[src/design/pfrt_pkg.sv]
// Package for the packet filter rule table.
// Holds the opcode, status and state codes, the item and rule types, and the rule builder.
// No dependencies.
package pfrt_pkg;

	typedef enum logic [1:0] {
		OP_CLASSIFY = 2'd0,
		OP_ADD      = 2'd1,
		OP_MODIFY   = 2'd2,
		OP_DELETE   = 2'd3
	} op_e;

	localparam logic [2:0] ST_OK       = 3'd0;
	localparam logic [2:0] ST_EXISTS   = 3'd1;
	localparam logic [2:0] ST_RANGE    = 3'd2;
	localparam logic [2:0] ST_NOTFOUND = 3'd3;
	localparam logic [2:0] ST_FULL     = 3'd4;

	localparam logic [7:0] PROTO_TCP = 8'd6;
	localparam logic [7:0] PROTO_UDP = 8'd17;

	typedef enum logic [2:0] {
		B_IDLE,
		B_READ,
		B_CHECK,
		B_SH_READ,
		B_SH_WRITE,
		B_RESULT
	} bst_e;

	typedef struct packed {
		op_e         op;
		logic [63:0] key;
		logic [31:0] src_addr;
		logic [31:0] src_mask;
		logic [31:0] dst_addr;
		logic [31:0] dst_mask;
		logic [15:0] sport_lo;
		logic [15:0] sport_hi;
		logic [15:0] dport_lo;
		logic [15:0] dport_hi;
		logic [7:0]  proto;
		logic        rule_verdict;
		logic        range_bad;
	} item_t;

	typedef struct packed {
		logic [63:0] key;
		logic [31:0] src_addr;
		logic [31:0] src_mask;
		logic [31:0] dst_addr;
		logic [31:0] dst_mask;
		logic [15:0] sport_lo;
		logic [15:0] sport_hi;
		logic [15:0] dport_lo;
		logic [15:0] dport_hi;
		logic [7:0]  proto;
		logic        verdict;
	} rule_t;

	function automatic rule_t make_rule(item_t it);
		rule_t r;
		r.key      = it.key;
		r.src_addr = it.src_addr;
		r.src_mask = it.src_mask;
		r.dst_addr = it.dst_addr;
		r.dst_mask = it.dst_mask;
		r.sport_lo = it.sport_lo;
		r.sport_hi = it.sport_hi;
		r.dport_lo = it.dport_lo;
		r.dport_hi = it.dport_hi;
		r.proto    = it.proto;
		r.verdict  = it.rule_verdict;
		return r;
	endfunction

endpackage

[src/design/pfrt_queue.sv]
// Two-entry queue between the front and back parts of the packet filter rule table.
// Depends on pfrt_pkg.
module pfrt_queue (
	input  logic            clk,
	input  logic            arst_n,
	input  logic            push,
	output logic            push_ready,
	input  pfrt_pkg::item_t push_item,
	output logic            pop_valid,
	input  logic            pop,
	output pfrt_pkg::item_t pop_item
);

	pfrt_pkg::item_t slot_q [2];
	logic            wr_ptr_q;
	logic            rd_ptr_q;
	logic [1:0]      count_q;
	logic            do_push;
	logic            do_pop;

	assign push_ready = (count_q != 2'd2);
	assign pop_valid  = (count_q != 2'd0);
	assign pop_item   = slot_q[rd_ptr_q];
	assign do_push    = push && push_ready;
	assign do_pop     = pop && pop_valid;

	always_ff @(posedge clk or negedge arst_n) begin
		if (!arst_n) begin
			wr_ptr_q <= 1'b0;
			rd_ptr_q <= 1'b0;
			count_q  <= 2'd0;
		end else begin
			if (do_push) begin
				wr_ptr_q <= !wr_ptr_q;
			end
			if (do_pop) begin
				rd_ptr_q <= !rd_ptr_q;
			end
			if (do_push && !do_pop) begin
				count_q <= count_q + 2'd1;
			end else if (do_pop && !do_push) begin
				count_q <= count_q - 2'd1;
			end
		end
	end

	always_ff @(posedge clk) begin
		if (do_push) begin
			slot_q[wr_ptr_q] <= push_item;
		end
	end

endmodule

[config.mk]
export PLATFORM = sky130hd
export DESIGN_NAME = pfrt_queue
export DESIGN_NICKNAME = d
export VERILOG_FILES = /design/src/design/pfrt_pkg.sv /design/src/design/pfrt_queue.sv
export SDC_FILE = /design/constraint.sdc
export NUM_CORES = 1
export LEC_CHECK = 0
export BUFFER_PORTS_ARGS = -buffer_cell sky130_fd_sc_hd__buf_2
export CAP_MARGIN = 30
export CORE_ASPECT_RATIO = 1.75
export CORE_MARGIN = 2
export CORE_UTILIZATION = 40
export DETAILED_ROUTE_END_ITERATION = 10
export GPL_ROUTABILITY_DRIVEN = 1
export SYNTH_ARGS = -nofsm -noshare
export SYNTH_HDL_FRONTEND = slang
export SYNTH_SLANG_ARGS = --single-unit
[constraint.sdc]
create_clock -name clk -period 16.7 [get_ports clk]
set_input_delay 3.34 -clock clk [delete_from_list [all_inputs] [get_ports clk]]
set_output_delay 3.34 -clock clk [all_outputs]
set_load 0.05 [all_outputs]
Word level (Yosys, flattened, before mapping)

Memories as Yosys holds them, arrays and structs flattened.
Index checks and enable logic that the tools add are counted.

Register bits: 4
Bits in writable memories: 536
Input bits: 272
Output and inout bits: 270
Word-level logic and storage cells: 21
Memories: 1

Add/sub/neg operators: 2
Eq/ne operators: 1
Multiplexer cells: 4
Reductions and logical operators: 10

Memory list:

| memory | depth | bits a word | read ports | clocked after Yosys merged registers in | write ports | line             | source |
|---|---|---|---|---|---|---|---|
| slot_q | 2     | 268         | 1          | 0                                       | 1           | pfrt_queue.sv:14 | `pfrt_pkg::item_t slot_q [2];` |

Operators by type and width:

| cell                                              | number |
|---|---|
| logical AND 1 bit                                 | 4 |
| zero test 1 bit                                   | 4 |
| 2-to-1 mux 2 bit                                  | 2 |
| nonzero test 2 bit                                | 2 |
| adder 2 x 1 -> 2 bit (second input constant)      | 1 |
| 2-to-1 mux 1 bit                                  | 2 |
| != test 2 bit (second input constant)             | 1 |
| subtractor 2 x 1 -> 2 bit (second input constant) | 1 |

Longest topological paths before layout

Gate-level depths: netlist of run 1.

Word-level depth: 6
Depth in mapped cells: 7
Mapped depth without buffers: 7

Worst setup path before layout of run 1

No wires, ideal clock.

Kind: input-to-reg
Start: input port push
End: memory slot_q[0][0] in the netlist's numbering (enable)
Setup time: 0.903 ns
Arrival time: 14.553 ns
Data required time: 15.797 ns
Setup slack: 1.243 ns
Stages on the path: 2
Path buffers: 0
Cells stage by stage: nand2_1 > nor2_1

Longest elaborated chain between the ends: 3

RTL lines:

| what                                   | line             | source |
|---|---|---|
| from (decl)                            | pfrt_queue.sv:6  | `input logic push,` |
| logical AND 1 bit                      | pfrt_queue.sv:24 | `assign do_push = push && push_ready;` |
| 2-to-1 mux 1 bit                       | pfrt_queue.sv:48 | `if (do_push) begin` |
| 2-to-1 mux 1 bit (implied by the code) | pfrt_queue.sv:49 | `slot_q[wr_ptr_q] <= push_item;` |
| to (decl)                              | pfrt_queue.sv:14 |  |

No other way between the ends.

==> results.tsv, run 1 <==
metric	value	unit
synthesized cell area	20360	sq um
Fin Clk Skew	0.02085	ns
HPWL after DPL	31020	um
Final nets	1702	
drt drc	0	
area leader, netlist	edfxtp_1	
first-pass GRT wire length	63340	um
initial core utilization	0.4036	
Finished Core Util	0.5024	
most used cell, CP	buf_4	
drt first pass iters	4	
WP depth	6	
crit-path cells	buf_4 -> buf_16 -> buf_4 -> buf_12 -> mux2_2 -> buf_2	
Async S/R FF share, synth	0.007407	
grt ovf	0	
Min Clock Period, post-route	6.871	ns
Post-Synthesis Cells	852	
share of the synthesized area in the top cell type	0.7904	
final wirelength	44570	um
row count	109	
setup bufs post-CTS	0	
ys flop type	edfxtp_1	
clock insertion delay at the later pin of the skew report	0.56	ns
root buffer cell	clkbuf_16	
CTS Sinks	540	
Setup TNS	0	ns
Via Count	9983	
worst path arrival time	3.53	ns
unique cell type count in the Yosys netlist	15	
fmax	145.5	MHz
Seq/Total Area, Yosys	0.7953	
Sequential cell area	16200	sq um
Worst-path clk slew	0.06	ns
vias in the first global route	10610	
Pleak	9.950	nW
CTS tree	done	
cts bufs inserted	49	
PostCTS Resize Cnt	0	
top cells by area, synth	edfxtp_1 79%, mux2_4 15%, mux2_2 3.8%	
post-synthesis simple-gate area fraction	0.001659	
Max Fanout on Critical Path	58	
Crit. End Element	primary output	
io pins	542	
H-tree levels	2	
final-report max-slew violation count	0	
largest net degree at the start of global routing	67	
RSZ-0062 raised after global routing	no	
Synth Area in Compound Gates	0	
hold buffers post-CTS	0	
Synth Net Count	1125	
Die W	174.6	um
RePlAce Congestion	0.7768	
setup violators final	0	
Max-slew headroom	0.3720	
Top delay family on crit path	buffers and inverters	
Seq cells post-synth	540	
synthesis warning total	0	
layout cells sized above 1	0.6111	
required time worst endpoint	13.36	ns
Multi-input gate area	3871	sq um
Bufs on Longest Clock Path	3	
die area	52800	sq um
total of max-cap violations	0	
final worst path period share	0.4114	
CP Launch Type	flip-flop	
Initial DRC Count	505	
Max IR drop VDD	193.7	uV
R2R depth	6	
Pwr Density	212.5	nW/um^2
Tot GR Track Use	0.1601	
Hold Path Cell Cnt	1	
Port Buffers	541	
Post-synth top cells	536 x edfxtp_1, 200 x mux2_4, 68 x mux2_2	
core area	50460	sq um
R2R Setup Slk	12.55	ns
Hold Path Class	reg -> reg	
DR WL/cell	20.83	um
Adder-Cell Fraction of Synth Area	0.0006144	
Max stage delay on crit path	0.90	ns
Least-Margin Pin Slew	0.9420	ns
synthesized area per cell	23.90	sq um
Post-DRT Antenna Nets	0	
vias per std cell	4.667	
XOR/XNOR Fraction of Synth Area	0.002150	
count leader, synth	edfxtp_1	
status	complete, no violations	
antenna violations before repair	15	
Area Overhead vs Synth	24.50	%
worst setup margin	9.829	ns
CP Buf/Inv Count	5	
pre-CTS setup slack	9.665	ns
fillers	4275	
CP Class	reg -> out	
largest family of logic cells by synthesized area	multiplexers	
slowest stage cell on the critical path	dfrtp_4	
Final Hold Viols	0	
Post-synth EDFFs	536	
mux cell area share after synthesis	0.1851	
die span in y	302.5	um
==> final timing paths <==
kind | start | end
max | rd_ptr_q | pop_item[241]
min | count_q[1] | count_q[1]
max reg2reg | count_q[0] | slot_q[0][131]
min reg2reg | count_q[1] | count_q[1]
max in group asynchronous | arst_n | rd_ptr_q
min in group asynchronous | arst_n | count_q[0]
==> stage by stage <==
step / hold WS, ns / area, sq um / std cells / power (mW)
after floorplan: 0.4559 / 20360 / 852 / 3.982
after global placement: 0.4743 / 23710 / 2041 / 4.316
after detailed placement: 0.4904 / 23730 / 2042 / 4.337
after CTS: 0.5032 / 25280 / 2127 / 5.446
after global routing: 0.5163 / 25350 / 2138 / 5.581
final: 0.5022 / 25350 / 2139 / 5.387
==> where the power goes <==
part	switching, mW	internal [mW]
Sequential	0.0936	1.86
Clock	0.468	0.630
Combinational	1.64	0.697
==> cells in the final DEF, fill, tap and decap left out, types with 2 or more instances in the layout <==
master      count
nand2_1         2
xor2_1          2
clkinv_1        9
clkinvlp_4      3
buf_2         541
mux2_2         68
diode_2        10
clkbuf_1       10
clkbuf_16      49
edfxtp_1      536
dfrtp_1         3
clkinv_2        6
xnor2_1         3
buf_4          12
buf_16          2
bufinv_16       6
mux2_4        200
==> worst reg2reg max path, cell delays in order, from the launching register on <==
cell      delay [ns]
dfrtp_1         0.40
nand2b_1        0.20
nand2_1         0.15
nor2_4          0.54
buf_4           0.70
buf_4           0.85
buf_4           0.87
==> flip-flops by register name, indices dropped and copies added (netlist names) <==
name and count:
slot_q 536, count_q 2, rd_ptr_q 1, wr_ptr_q 1
==> metal layers <==
layer,track usage,routed length [um],share of wire
met5,0,73,0.0016
met3,0.04737,3322,0.075
met2,0.2929,23950,0.54
met1,0.1646,15410,0.35
met4,0.08413,1808,0.041
==> final cells by class <==
| class | instances | area share |
|---|---|---|
| Sequential cell | 540 | 0.6389 |
| Clock buffer | 59 | 0.04984 |
| Antenna cell | 10 | 0.0009870 |
| Tap cell | 666 | 0.03287 |
| Timing Repair Buffer | 556 | 0.1133 |
| Inverter | 1 | 0.0001481 |
| Clock inverter | 26 | 0.01120 |
| Multi-Input combinational cell | 281 | 0.1527 |
==> cells by family (layout without fill, tap and decap cells) <==
| group | after synthesis | count (layout) |
|---|---|---|
| xor gates and xnor gates | 5 | 5 |
| adders and majority gates | 1 | 1 |
| and+or+nand+nor | 7 | 7 |
| buffers and inverters | 31 | 642 |
| other | 0 | 10 |
| DFF | 540 | 540 |
| muxes | 268 | 268 |
Note: power is estimated with default switching activity, not from simulation.
==> inputs of run 2 (changes only) <==
- PLACE_DENSITY: not set -> 0.66
- clock period: 16.7 -> 5.54 ns (I/O delays scaled with it)
==> run 2 against run 1 <==
Net effect:
- count of clock-buffer cells in the layout is 6 lower
- first-iteration DRC count is 11% higher
- global-route usage is 0.20 points lower
- register-to-register slack worse by 9.5 ns
- critical path depth is 2 lower
- die area stayed put
- highest routed layer unchanged
==> results.tsv, run 2 (synthesis results as in run 1) <==
metric	value	unit	change
slowest stage cell on the critical path	dfrtp_4		
first-pass GRT wire length	62960	um	-0.61%
initial core utilization	0.4036		unchanged
combinational power share	0.436		+0.002
vias in the first global route	10750		+1.3%
status	complete, no violations		
biggest regs	slot_q: 536 flops, count_q: 2 flops		
clock insertion delay at the later pin of the skew report	0.56	ns	about the same
Via Count	10020		+0.34%
crit-path cells	buf_16 -> buf_4 -> mux2_2 -> buf_2		
CTS tree	done		
layout cells sized above 1	0.6135		+0.002470
Final nets	1700		-0.12%
Least-Margin Pin Slew	1.314	ns	+0.3722 ns
die area	52800	sq um	unchanged
Max IR drop VDD	491.1	uV	+150%
Tot GR Track Use	0.1581		-0.001991
Worst-path clk slew	0.06	ns	about the same
Post-DRT Antenna Nets	0		unchanged
antenna violations before repair	25		+10
switching share of total power	0.4080		-0.001207
max reg flops	536		unchanged
total power	16.26	mW	+200%
cts bufs inserted	48		-2.0%
RSZ-0062 raised after global routing	no		
reg2reg start	count_q[0]		
Port Buffers	541		unchanged
worst setup margin	1.808	ns	-8.021 ns
largest net degree at the start of global routing	174		+160%
grt ovf	0		unchanged
Area Overhead vs Synth	25.16	%	
root buffer cell	clkbuf_16		
fmax	267.9	MHz	
Pwr Density	638.1	nW/um^2	+200%
Max-slew headroom	0.1239		-0.2481
hold buffers post-CTS	0		unchanged
CP Class	reg -> out		
most common cell after layout, fill and taps aside	buf_2		
Pleak	9.986	nW	+0.36%
setup bufs post-CTS	0		unchanged
H-tree levels	2		unchanged
most frequent cells in the layout	541 x buf_2, 536 x edfxtp_1, 200 x mux2_4, 68 x mux2_2, 49 x clkbuf_16		
final-report max-slew violation count	0		unchanged
DR WL/cell	20.32	um	-2.5%
Setup TNS	0	ns	unchanged
drt first pass iters	5		+1
core area	50460	sq um	unchanged
io pins	542		unchanged
RePlAce Congestion	0.8066		+3.8%
Crit Reg-Reg Endpoint	slot_q[0][207]		
Fin Clk Skew	0.02262	ns	+0.001772 ns
final worst path period share	0.6737		
setup violators final	0		unchanged
Max stage delay on crit path	0.70	ns	-0.20 ns
Initial DRC Count	560		+11%
Bufs on Longest Clock Path	3		unchanged
Die W	174.6	um	unchanged
final wirelength	43640	um	-2.1%
worst path arrival time	2.62	ns	-0.91 ns
row count	109		unchanged
CTS Sinks	540		unchanged
Psw	6.635	mW	+200%
die span in y	302.5	um	unchanged
largest register by flop count	slot_q		
Crit. End Element	primary output		
Hold Path Class	in -> async		
HPWL after DPL	30230	um	-2.5%
PostCTS Resize Cnt	0		unchanged
total of max-cap violations	0		unchanged
worst hold slack	0.3367	ns	-0.1655 ns
required time worst endpoint	4.43	ns	-8.93 ns
vias per std cell	4.663		about the same
pre-CTS setup slack	2.388	ns	-7.278 ns
Min Clock Period, post-route	3.732	ns	
CP Launch Type	flip-flop		
Reg power frac	0.360		-0.002
drt drc	0		unchanged
Int Pwr	9.628	mW	+200%
R2R Setup Slk	3.06	ns	-9.49 ns
R2R depth	4		-2
Clk pwr share	0.204		about the same
Max Fanout on Critical Path	39		-33%
Final Hold Viols	0		unchanged
-- run 2: worst max-delay path, delay by kind of cell (launching register included) --
kind / cells / cell delay, ns
buffers and inverters: 3 / 0.90
DFF: 1 / 0.70
muxes: 1 / 0.39
-- run 2: cell type report --
type	count	area [sq um]
Fill cell	4208	24970
Sequential cell	540	16200
Tap cell	666	833.3
Timing Repair Buffer	555	2953
Clock buffer	53	1241
Clock inverter	32	320.3
Inverter	1	3.754
Antenna cell	20	50.05
Multi-Input combinational cell	281	3887
-- run 2: worst max path at each step --
stage / from / endpoint / slack [ns]
after floorplan: push / slot_q[0][0] / -0.05
after global placement: rd_ptr_q / pop_item[265] / 2.19
after detailed placement: rd_ptr_q / pop_item[264] / 2.39
after CTS: rd_ptr_q / pop_item[264] / 1.75
after global routing: rd_ptr_q / pop_item[260] / 1.68
final: rd_ptr_q / pop_item[264] / 1.81
-- run 2: per-layer routing --
metal | GRT usage | part of all wire | wire (um)
met5 | 0 | 0.0013 | 55
met3 | 0.04298 | 0.073 | 3173
met2 | 0.2848 | 0.53 | 23270
met1 | 0.1651 | 0.34 | 15010
met4 | 0.09266 | 0.049 | 2135
-- run 2: through the flow --
stage | std cells | utilization | instance area [sq um]
after floorplan | 852 | - | 20390
after detailed placement | 2042 | 0.4726 | 23850
final | 2148 | 0.5051 | 25490
after global routing | 2148 | 0.5051 | 25490
after CTS | 2127 | 0.5036 | 25410
after global placement | 2041 | 0.4721 | 23820
-- run 2: power groups by stage --
stage | Combinational (mW) | Sequential (mW) | Clock (mW)
final | 7.10 | 5.86 | 3.31
after CTS | 7.18 | 5.86 | 3.41
after global placement | 7.05 | 5.97 | 0
after detailed placement | 7.16 | 5.95 | 0
after floorplan | 5.82 | 5.94 | 0
after global routing | 7.39 | 5.92 | 3.57
