### src/design/pfrt_pkg.sv
// Package for the packet filter rule table.
// Holds the opcode, status and state codes, the item and rule types, and the rule builder.
// No dependencies.
package pfrt_pkg;

	typedef enum logic [1:0] {
		OP_CLASSIFY = 2'd0,
		OP_ADD      = 2'd1,
		OP_MODIFY   = 2'd2,
		OP_DELETE   = 2'd3
	} op_e;

	localparam logic [2:0] ST_OK       = 3'd0;
	localparam logic [2:0] ST_EXISTS   = 3'd1;
	localparam logic [2:0] ST_RANGE    = 3'd2;
	localparam logic [2:0] ST_NOTFOUND = 3'd3;
	localparam logic [2:0] ST_FULL     = 3'd4;

	localparam logic [7:0] PROTO_TCP = 8'd6;
	localparam logic [7:0] PROTO_UDP = 8'd17;

	typedef enum logic [2:0] {
		B_IDLE,
		B_READ,
		B_CHECK,
		B_SH_READ,
		B_SH_WRITE,
		B_RESULT
	} bst_e;

	typedef struct packed {
		op_e         op;
		logic [63:0] key;
		logic [31:0] src_addr;
		logic [31:0] src_mask;
		logic [31:0] dst_addr;
		logic [31:0] dst_mask;
		logic [15:0] sport_lo;
		logic [15:0] sport_hi;
		logic [15:0] dport_lo;
		logic [15:0] dport_hi;
		logic [7:0]  proto;
		logic        rule_verdict;
		logic        range_bad;
	} item_t;

	typedef struct packed {
		logic [63:0] key;
		logic [31:0] src_addr;
		logic [31:0] src_mask;
		logic [31:0] dst_addr;
		logic [31:0] dst_mask;
		logic [15:0] sport_lo;
		logic [15:0] sport_hi;
		logic [15:0] dport_lo;
		logic [15:0] dport_hi;
		logic [7:0]  proto;
		logic        verdict;
	} rule_t;

	function automatic rule_t make_rule(item_t it);
		rule_t r;
		r.key      = it.key;
		r.src_addr = it.src_addr;
		r.src_mask = it.src_mask;
		r.dst_addr = it.dst_addr;
		r.dst_mask = it.dst_mask;
		r.sport_lo = it.sport_lo;
		r.sport_hi = it.sport_hi;
		r.dport_lo = it.dport_lo;
		r.dport_hi = it.dport_hi;
		r.proto    = it.proto;
		r.verdict  = it.rule_verdict;
		return r;
	endfunction

endpackage

### src/design/pfrt_front.sv
// Front stage of the packet filter rule table: takes input transfers and decodes them.
// Checks port ranges and clears packet ports for protocols other than TCP and UDP.
// Depends on pfrt_pkg.
module pfrt_front (
	input  logic                 clk,
	input  logic                 arst_n,
	input  logic                 s_tvalid,
	output logic                 s_tready,
	input  logic [271:0]         s_tdata,
	input  logic [1:0]           s_tuser,
	output logic                 q_valid,
	input  logic                 q_ready,
	output pfrt_pkg::item_t      q_item
);

	logic            valid_s1;
	pfrt_pkg::item_t item_s1;
	pfrt_pkg::item_t item_d;
	logic            port_use;

	assign s_tready = !valid_s1 || q_ready;
	assign q_valid  = valid_s1;
	assign q_item   = item_s1;

	always_comb begin
		item_d.op           = pfrt_pkg::op_e'(s_tuser);
		item_d.key          = s_tdata[63:0];
		item_d.src_addr     = s_tdata[95:64];
		item_d.src_mask     = s_tdata[127:96];
		item_d.dst_addr     = s_tdata[159:128];
		item_d.dst_mask     = s_tdata[191:160];
		item_d.sport_lo     = s_tdata[207:192];
		item_d.sport_hi     = s_tdata[223:208];
		item_d.dport_lo     = s_tdata[239:224];
		item_d.dport_hi     = s_tdata[255:240];
		item_d.proto        = s_tdata[263:256];
		item_d.rule_verdict = s_tdata[264];
		item_d.range_bad    = (item_d.sport_lo > item_d.sport_hi) ||
			(item_d.dport_lo > item_d.dport_hi);
		port_use = (item_d.proto == pfrt_pkg::PROTO_TCP) ||
			(item_d.proto == pfrt_pkg::PROTO_UDP);
		if (item_d.op == pfrt_pkg::OP_CLASSIFY && !port_use) begin
			item_d.sport_lo = 16'd0;
			item_d.dport_lo = 16'd0;
		end
	end

	always_ff @(posedge clk or negedge arst_n) begin
		if (!arst_n) begin
			valid_s1 <= 1'b0;
		end else if (s_tready) begin
			valid_s1 <= s_tvalid;
		end
	end

	always_ff @(posedge clk) begin
		if (s_tvalid && s_tready) begin
			item_s1 <= item_d;
		end
	end

endmodule

### config.mk
export PLATFORM = sky130hd
export DESIGN_NAME = pfrt_front
export DESIGN_NICKNAME = d
export VERILOG_FILES = /design/src/design/pfrt_pkg.sv /design/src/design/pfrt_front.sv
export SDC_FILE = /design/constraint.sdc
export NUM_CORES = 1
export LEC_CHECK = 0
export ABC_AREA = 1
export ABC_CLOCK_PERIOD_IN_PS = 24700
export BUFFER_PORTS_ARGS = -buffer_cell sky130_fd_sc_hd__buf_4
export CAP_MARGIN = 10
export CELL_PAD_IN_SITES_DETAIL_PLACEMENT = 1
export CELL_PAD_IN_SITES_GLOBAL_PLACEMENT = 1
export CORE_AREA = 2 2 211 213
export CTS_CLUSTER_SIZE = 40
export DETAILED_ROUTE_END_ITERATION = 10
export DIE_AREA = 0 0 213 215
export PLACE_DENSITY_LB_ADDON = 0.1
export SYNTH_ARGS = -nofsm -noshare
export SYNTH_HDL_FRONTEND = slang
export SYNTH_SLANG_ARGS = --single-unit
### constraint.sdc
create_clock -name clk -period 24.7 [get_ports clk]
set_clock_uncertainty 0.05 [all_clocks]
set_input_delay 4.94 -clock clk [delete_from_list [all_inputs] [get_ports clk]]
set_output_delay 4.94 -clock clk [all_outputs]
set_load 0.005 [all_outputs]
== Word-level counts from Yosys, hierarchy flattened ==
Index checks and enable logic that the tools add are counted.

* Flip-flop bits (word level): 269
* Output and inout bits: 270

* Magnitude comparators: 2
* Equality and inequality tests: 2
* Reduce and logical (&&, ||, !) cells: 8

{| class="wikitable"
|+ Operators with widths
! kind !! count
|-
| $gt A16 B16 Y1 || 2
|-
| $eq A8 B3 Y1 const B || 1
|-
| $eq A8 B5 Y1 const B || 1
|-
| $logic_or A1 B1 Y1 || 3
|-
| $logic_and A1 B1 Y1 || 2
|-
| $logic_not A1 Y1 || 2
|-
| $logic_not A2 Y1 || 1
|}

== Longest topological paths before layout ==
Gate-level depths: netlist of the first run.

* Depth in word-level cells: 4
* Gate-level depth with buffers: 13
* Gate-level depth less buffers: 13

== Worst setup path before layout of the first run ==
Ideal clock, no wire load.

* Path type: in2reg
* Start: in s_tvalid
* End: reg item_s1 (netlist bit q_item[0]) (enable)
* Arrival: 17.831 ns
* Setup slack: 5.834 ns
* Cell stages on the path: 2
* Buffers on the path: 0
* Cells stage by stage: inv_1 a21oi_1

* Cells in the longest elaborated chain, start to end: 1

{| class="wikitable"
|+ RTL lines
! item !! RTL line !! RTL
|-
| from (decl) || pfrt_front.sv:7 || <nowiki>input logic s_tvalid,</nowiki>
|-
| $logic_and A1 B1 Y1 || pfrt_front.sv:57 || <nowiki>if (s_tvalid && s_tready) begin</nowiki>
|-
| to (signal assigned) || pfrt_front.sv:58 || <nowiki>item_s1 <= item_d;</nowiki>
|-
| to (decl) || pfrt_front.sv:17 || <nowiki>pfrt_pkg::item_t item_s1;</nowiki>
|}

Every way passes these cells.
A chain may end at the register's enable or synchronous reset.

== Final worst setup path of the first run ==
* Start: in q_ready
* End: out s_tready

* Cells in the longest elaborated chain, start to end: 1

{| class="wikitable"
|+ RTL lines
! item !! RTL line !! RTL
|-
| from (decl) || pfrt_front.sv:12 || <nowiki>input logic q_ready,</nowiki>
|-
| $logic_or A1 B1 Y1 || pfrt_front.sv:21 || <nowiki>assign s_tready = !valid_s1 || q_ready;</nowiki>
|-
| to (decl) || pfrt_front.sv:8 || <nowiki>output logic s_tready,</nowiki>
|}

Every way passes these cells.

==> results.cfg, run 1 <==
[run_status]
status = finished, final reports clean

[timing]
period_minus_slack_ps = 10360
setup_viol = 0
tightest_slew_ps = 1210
timing.fmax_mhz = 96.5
rsz0062_at_grt = no
hold_ws_ps = 546
fin_setup_tns_ps = 0
hold_viol = 0
fin_crit_sh_pct = 42.0
slew_headroom_pct = 19.3
final_max_slew_viol_count = 0

[cts]
path_clk_slew_ps = 50
ctsResizeCount = 0
cts.sinks = 269
cts_max_path_buffers = 3
numCtsBuffers = 34
cts_tree = done
ctsHoldBuffers = 0
cts_setup_buffers = 0
root_buffer = clkbuf_16
clkLatencyLatePin_ps = 530
htreeDepth = 2

[critical_path]
cp-start-kind = primary input
cp.required_ps = 19710
cp_data_arrival_time_ps = 5370
cp-end-kind = output port
path_class = primary input to output port
crit_path_max_fanout = 2
r2r-start = q_valid
crit_start = q_ready

[power_and_ir_drop]
finalPower_uw = 1120
p_leak_uw = 0.00641
irDropWorstVdd_mv = 0.0326
p_per_area_nw_per_um2 = 73.9

[synthesis]
synth-main-ff-cell = edfxtp_1
synth_top_area_share_pct = 86.2
synth_largest_area_cell = edfxtp_1
syn_inst = 459
synth_nets = 769
synthArstFlopShare_pct = 0.372
synth_area_leaders = edfxtp_1 (86%), ha_1 (4.3%), inv_1 (1.7%)
synth_area_per_cell_um2 = 20.3
yosysMostFrequentCell = edfxtp_1
synth_edf_count = 268
ys_seq_area_share_pct = 86.5
ys_seq_elements = 269
synth_area_um2 = 9340
yosysUniqueCellTypes = 24
synth_common_cells = edfxtp_1 (268), inv_1 (42), nand2_1 (37)
yosysWarnings = 0

[routing]
vias = 6290
routed_wirelength_um = 34000
drt_iter0_drc = 218
wl_per_cell_um = 20.6
first_pass_iters = 4
drtAntennaViolNets = 0
viasPerCell = 3.82
drc = 0

[finish]
syn_to_final_growth_pct = 62.4
final_nets = 1342
fill_cells = 4650
fin_util_pct = 34.7
layout-drive-gt1-share_pct = 57.2

[global_routing]
grtUsageTotal_pct = 14.3
grt_pass1_wl_um = 46300
grt_max_degree = 180
grt_overflow = 0
antenna_found_initial = 4
grt_pass1_vias = 6566

[placed_design]
io_buffers = 540
place.gp.congestion = 0.755
hpwl_um = 26200

[min_path]
hp-start = q_valid
hp-class = register to register

[floorplanning]
die_area_um2 = 45800
rows = 77
ios = 548
start_util_pct = 21.4
fp.dieW_um = 213
die_h_um = 215
core_um2 = 43600

[flow_run]
drv_cap = 0
-- per-stage QoR --
step	area, µm²	std cells	setup WS [ps]
after floorplan	9340	459	5830
after global placement	14100	1588	14350
after detailed placement	14100	1588	14340
after CTS	15100	1643	14340
after global routing	15200	1646	14300
final	15200	1646	14340
-- layout make-up --
type	count	area [µm²]	share of cell area, %
Antenna cell	3	7.51	0.0495
Clock inverter	13	109	0.718
Multi-Input combinational cell	142	1080	7.11
Clock buffer	42	902	5.95
Sequential cell	269	8070	53.3
Timing Repair Buffer	543	4090	27.0
Tap cell	592	741	4.89
Inverter	42	158	1.04
-- power by group --
part	total (µW)	internal, µW	switching, µW
clock	469	278	191
sequential	541	534	6.63
combinational	110	62.5	47.7
-- flip-flops by register name, indices dropped and copies added, names as in the netlist --
signal	flops
q_item	268
q_valid	1
-- critical path: stages --
cell and delay [ps]:
buf_4 110, inv_1 100, nand2_1 80, buf_4 140
-- routing by layer --
metal  wire (µm)  track usage [%]
met3        4550             8.07
met5          16                0
met4         836             4.92
met1       10900             13.6
met2       17700             25.5
-- layout by cell type, fill, tap and decap left out, types with 3 or more instances in the layout --
| cell | instances |
|---|---|
| ha_1 | 32 |
| a21oi_1 | 13 |
| o21ai_0 | 3 |
| clkbuf_1 | 7 |
| clkinv_1 | 8 |
| nand3_1 | 3 |
| inv_1 | 42 |
| nand2_1 | 37 |
| a21boi_2 | 10 |
| clkbuf_16 | 35 |
| edfxtp_1 | 268 |
| a21boi_1 | 18 |
| buf_4 | 542 |
| diode_2 | 3 |
| nor2_1 | 10 |
-- final timing paths --
kind,endpoint,slack [ps],cells past startpoint
max,s_tready,14340,4
max reg2reg,q_item[162],21260,3
min,q_valid,550,2
min reg2reg,q_valid,550,2
min in group asynchronous,q_valid,4130,1
max in group asynchronous,q_valid,20390,1
-- cell families after synthesis --
family,synth area share [%]
flip-flops,86.5
AND/OR/NAND/NOR,2.67
AO/OA/AOI/OAI,4.38
buffers and inverters,2.18
adder cells (fa/ha/maj),4.29
No activity file was read; power rests on OpenSTA's default activity.
==> run 2, diff against run 1 <==
ABC_CLOCK_PERIOD_IN_PS = 8400   (was 24700)
clock period = 8.4 ns   (was 24.7 ns; I/O delays follow)
==> run 2 against run 1 <==
Compared with the run above: die area did not move; final cell count rose by 0.24%; flip-flop and latch count did not move; core utilization rose by 0.13 points; largest power group unchanged; power rose to 3.0 times the previous value.
==> results.cfg, run 2 (synthesis results as in run 1) <==
[floorplanning]
die_area_um2 = 45800
rows = 77
start_util_pct = 21.4
ios = 548
core_um2 = 43600
fp.dieW_um = 213
die_h_um = 215

[global_routing]
antenna_found_initial = 4
grt_pass1_vias = 6592
grt_overflow = 0
grtUsageTotal_pct = 14.4
grt_pass1_wl_um = 46700
grt_max_degree = 144

[cts]
ctsHoldBuffers = 0
ctsResizeCount = 0
cts_setup_buffers = 0
numCtsBuffers = 35
cts.sinks = 269
clkLatencyLatePin_ps = 530
path_clk_slew_ps = 50
root_buffer = clkbuf_16
cts_max_path_buffers = 3
cts_tree = done
htreeDepth = 2

[finish]
fill_cells = 4631
fin_util_pct = 34.9
layout-drive-gt1-share_pct = 57.1
layout_commonest_cell = buf_4
final_cell_mix = buf_4 (540), edfxtp_1 (268), inv_1 (42)
final_nets = 1342
largest_reg_flops = 268
syn_to_final_growth_pct = 63.0
stdcell_count = 1650

[power_and_ir_drop]
seqPwrFrac_pct = 47.8
clockPowerShare_pct = 42.4
switching_power_uw = 741
pwr-share-comb_pct = 9.8
p_per_area_nw_per_um2 = 219
internal_power_uw = 2590
p_leak_uw = 0.00643
switching_share_pct = 22.3
finalPower_uw = 3330
irDropWorstVdd_mv = 0.170

[timing]
hold_viol = 0
fin_setup_tns_ps = 0
slew_headroom_pct = 23.4
layout_setup_ws_ps = 4530
tightest_slew_ps = 1150
final_max_slew_viol_count = 0
period_minus_slack_ps = 3870
setup_viol = 0
fin_crit_sh_pct = 46.0
rsz0062_at_grt = no
timing.fmax_mhz = 259

[critical_path]
cpMostUsedCell = buf_4
crit_buf_inv = 3
r2r-start = q_valid
path_class = primary input to output port
cp_slowest_cell = buf_4
cp_top_family = buffers and inverters
cp-end-kind = output port
cp_data_arrival_time_ps = 2140
cp.depth = 4
crit_chain = buf_4 -> inv_1 -> nand2_1 -> buf_4
crit_start = q_ready
max_stage_delay_ps = 160
cp.required_ps = 6670
rr_worst_depth = 2
cp-start-kind = primary input
crit_path_max_fanout = 2

[placed_design]
hpwl_um = 26500
pre_cts_ws_ps = 4510
io_buffers = 540
place_inst = 1587
place.gp.congestion = 0.758

[min_path]
worstHoldPathCells = 2
hp-start = q_valid
hp-class = register to register

[routing]
vias = 6268
wl_per_cell_um = 20.7
drt_iter0_drc = 266
routed_wirelength_um = 34200
drc = 0
viasPerCell = 3.80
first_pass_iters = 4
drtAntennaViolNets = 0

[run_status]
status = finished, final reports clean

[flow_run]
drv_cap = 0
## run 2: cell types whose count changed in the layout (fill, tap and decap cells not counted), sizes merged
| cell | before | now |
|---|---|---|
| buf | 543 | 542 |
| clkbuf | 42 | 45 |
| clkinv | 10 | 12 |
| clkinvlp | 0 | 1 |
| diode | 3 | 2 |
## run 2: worst reg2reg max path, delay by kind of cell (launching register included)
kind	cells	cell delay, ps
buffers and inverters	1	650
DFF	1	420
AOI/OAI and AO/OA	1	820
## run 2: cell type report
class | count | area [µm²] | share of cell area [%]
timing repair buffer | 542 | 4090 | 26.9
clock inverter | 16 | 151 | 0.995
sequential | 269 | 8070 | 53.1
multi-input combinational | 142 | 1080 | 7.08
clock buffer | 45 | 913 | 6.00
tap | 592 | 741 | 4.87
antenna | 2 | 5.00 | 0.0329
inverter | 42 | 158 | 1.04
## run 2: power by group through the flow
stage               Sequential [µW]  Combinational (µW)  Clock (µW)
finish                         1590                 326        1410
global route                   1600                 360        1510
CTS                            1590                 336        1470
detailed placement             1620                 335           0
global placement               1620                 333           0
floorplan                      1640                66.9           0
## run 2: layer usage
metal / track usage [%] / part of all wire (%) / vias up
met3: 7.39 / 13 / 49
met1: 14.1 / 33 / 3029
met2: 25.9 / 52 / 298
met5: 0 / 0.067 / -
met4: 4.92 / 2.4 / 4
li1: - / - / 2888
## run 2: worst paths after layout
path                         endpoint  slack, ps
setup reg to reg           q_item[45]       5940
setup / recovery             s_tready       4530
min in group asynchronous     q_valid        860
max in group asynchronous     q_valid       7360
hold reg to reg               q_valid        550
hold / removal                q_valid        550
## run 2: per-stage QoR
stage          instance area (µm²)  hold WS [ps]
6_report                     15200           549
5_1_grt                      15200           606
4_1_cts                      15200           560
3_5_place_dp                 14100           550
3_3_place_gp                 14100           534
2_1_floorplan                 9350           539
==> run 3, diff against run 2 <==
ABC_AREA = 0   (was 1)
ABC_CLOCK_PERIOD_IN_PS = 3320   (was 8400)
CORE_AREA = 2 2 215 217   (was 2 2 211 213)
DIE_AREA = 0 0 217 219   (was 0 0 213 215)
clock period = 3.32 ns   (was 8.4 ns; I/O delays follow)
==> run 3 against run 2 <==
Compared with the run above: routed wire length decreased by 1.5%; critical path depth is 2 higher; sequential power grew to 2.5 times the previous value; clock power grew to 2.5 times the previous value; flip-flop and latch count did not move; first-iteration DRC count is 45% lower; core utilization fell by 1.3 points; critical path type is now primary input to register; via count down 1.7%.
==> results.cfg, run 3 <==
[synthesis]
syn_inst = 426
synthArstFlopShare_pct = 0.372
synth_largest_area_cell = edfxtp_1
yosysWarnings = 0
yosysMostFrequentCell = edfxtp_1
synth_area_per_cell_um2 = 21.5
synth_common_cells = edfxtp_1 (268), inv_1 (34), ha_1 (32)
yosysUniqueCellTypes = 25
synth_edf_count = 268
synth-main-ff-cell = edfxtp_1
ys_seq_elements = 269
synth_top_area_share_pct = 88.0
synth_area_um2 = 9140
synth_nets = 736
ys_seq_area_share_pct = 88.3
synth_area_leaders = edfxtp_1 (88%), ha_1 (4.4%), and2_1 (2.1%)

[placed_design]
place_inst = 1574
io_buffers = 540
place.gp.congestion = 0.746
place_area_um2 = 14100
hpwl_um = 27100

[finish]
final_nets = 1321
layout_commonest_cell = buf_4
n_antenna_cell = 0
stdcell_area_um2 = 15200
syn_to_final_growth_pct = 65.8
largest_reg_flops = 268
final_cell_mix = buf_4 (545), edfxtp_1 (268), clkbuf_16 (35)
layout-drive-gt1-share_pct = 57.8
stdcell_count = 1632

[timing]
hold_viol = 0
fin_crit_sh_pct = 68.8
period_minus_slack_ps = 2280
fin_setup_tns_ps = 0
timing.fmax_mhz = 438
rsz0062_at_grt = no
tightest_slew_ps = 536
hold_ws_ps = 262
final_max_slew_viol_count = 0
setup_viol = 0
slew_headroom_pct = 64.3

[routing]
drt_iter0_drc = 147
routed_wirelength_um = 33700
vias = 6161
viasPerCell = 3.78
first_pass_iters = 5
wl_per_cell_um = 20.7
drc = 0
drtAntennaViolNets = 0

[global_routing]
grt_max_degree = 67
grt_overflow = 0
grt_pass1_wl_um = 46000
antenna_found_initial = 1
grtUsageTotal_pct = 13.6
grt_pass1_vias = 6587

[cts]
path_clk_slew_ps = 50
htreeDepth = 2
numCtsBuffers = 34
cts_setup_buffers = 0
cts.sinks = 269
clkLatencyLatePin_ps = 510
cts_max_path_buffers = 3
root_buffer = clkbuf_16
cts_tree = done

[critical_path]
crit_path_max_fanout = 3
cp_slowest_cell = or4_1
cp-end-kind = register
max_stage_delay_ps = 530
cp.required_ps = 3540
path_class = primary input to register
cp-start-kind = primary input
crit_chain = buf_4 -> ha_1 -> nand4_1 -> or4_1 -> or3_1 -> a22o_1
cp_data_arrival_time_ps = 2510
r2r-start = q_valid
crit_start = s_tdata[238]

[floorplanning]
die_h_um = 219
ios = 548
rows = 78
start_util_pct = 20.3
core_um2 = 45100
fp.dieW_um = 217
die_area_um2 = 47500

[power_and_ir_drop]
p_per_area_nw_per_um2 = 555
p_leak_uw = 0.00637
irDropWorstVdd_mv = 0.322
finalPower_uw = 8410

[flow_run]
drv_cap = 0

[min_path]
hp-start = s_tdata[93]
hp-class = primary input to register

[run_status]
status = finished, final reports clean
-- run 3: logic make-up after synthesis --
kind of cell	Yosys count	share of synthesized area, %
compound gates	26	1.74
fa+ha+maj	32	4.38
buf+inv	37	1.52
flops	269	88.3
simple gates	62	4.04
-- run 3: per-stage QoR --
stage               worst slack (ps)  utilization (%)
floorplan                        115                -
global placement                 528             31.3
detailed placement               492             31.3
CTS                             1070             33.6
global route                     989             33.6
finish                          1040             33.6
-- run 3: report_power, final --
| group | internal [µW] | switching (µW) |
|---|---|---|
| sequential | 3970 | 49.4 |
| clock | 2160 | 1400 |
| combinational | 479 | 354 |
| total | 6610 | 1800 |
-- run 3: critical path: cells and delay by family --
family	cells	cell delay, ps
buffers and inverters	1	120
AO/OA/AOI/OAI	1	240
adder cells (fa/ha/maj)	1	310
AND/OR/NAND/NOR	3	1170
-- run 3: final timing paths --
path / end / slack (ps) / depth (start not counted)
max: q_item[0] / 1040 / 6
min: q_item[199] / 260 / 1
max reg2reg: q_item[184] / 1450 / 3
min reg2reg: q_valid / 510 / 2
max in group asynchronous: q_valid / 2710 / 2
min in group asynchronous: q_valid / 430 / 2
-- run 3: layout make-up --
cell class | count | area [µm²]
Fill cell | 4820 | 29900
Sequential cell | 269 | 8070
Timing Repair Buffer | 552 | 4220
Multi-Input combinational cell | 120 | 931
Clock buffer | 45 | 913
Tap cell | 600 | 751
Clock inverter | 12 | 134
Inverter | 34 | 128
-- run 3: timing repair --
item | 4_1_cts | 5_1_grt
hold buffers | 1 | 0
endpoints found under the hold margin | 1 | 0
gates resized for setup | 0 | 0
-- run 3: layer usage --
layer / GRT usage [%] / up-vias / part of all wire [%]
met5: 0 / - / 0.042
met4: 4.36 / 2 / 2.7
met3: 7.86 / 56 / 13
met2: 23.3 / 320 / 50
met1: 13.8 / 2966 / 33
li1: - / 2817 / -
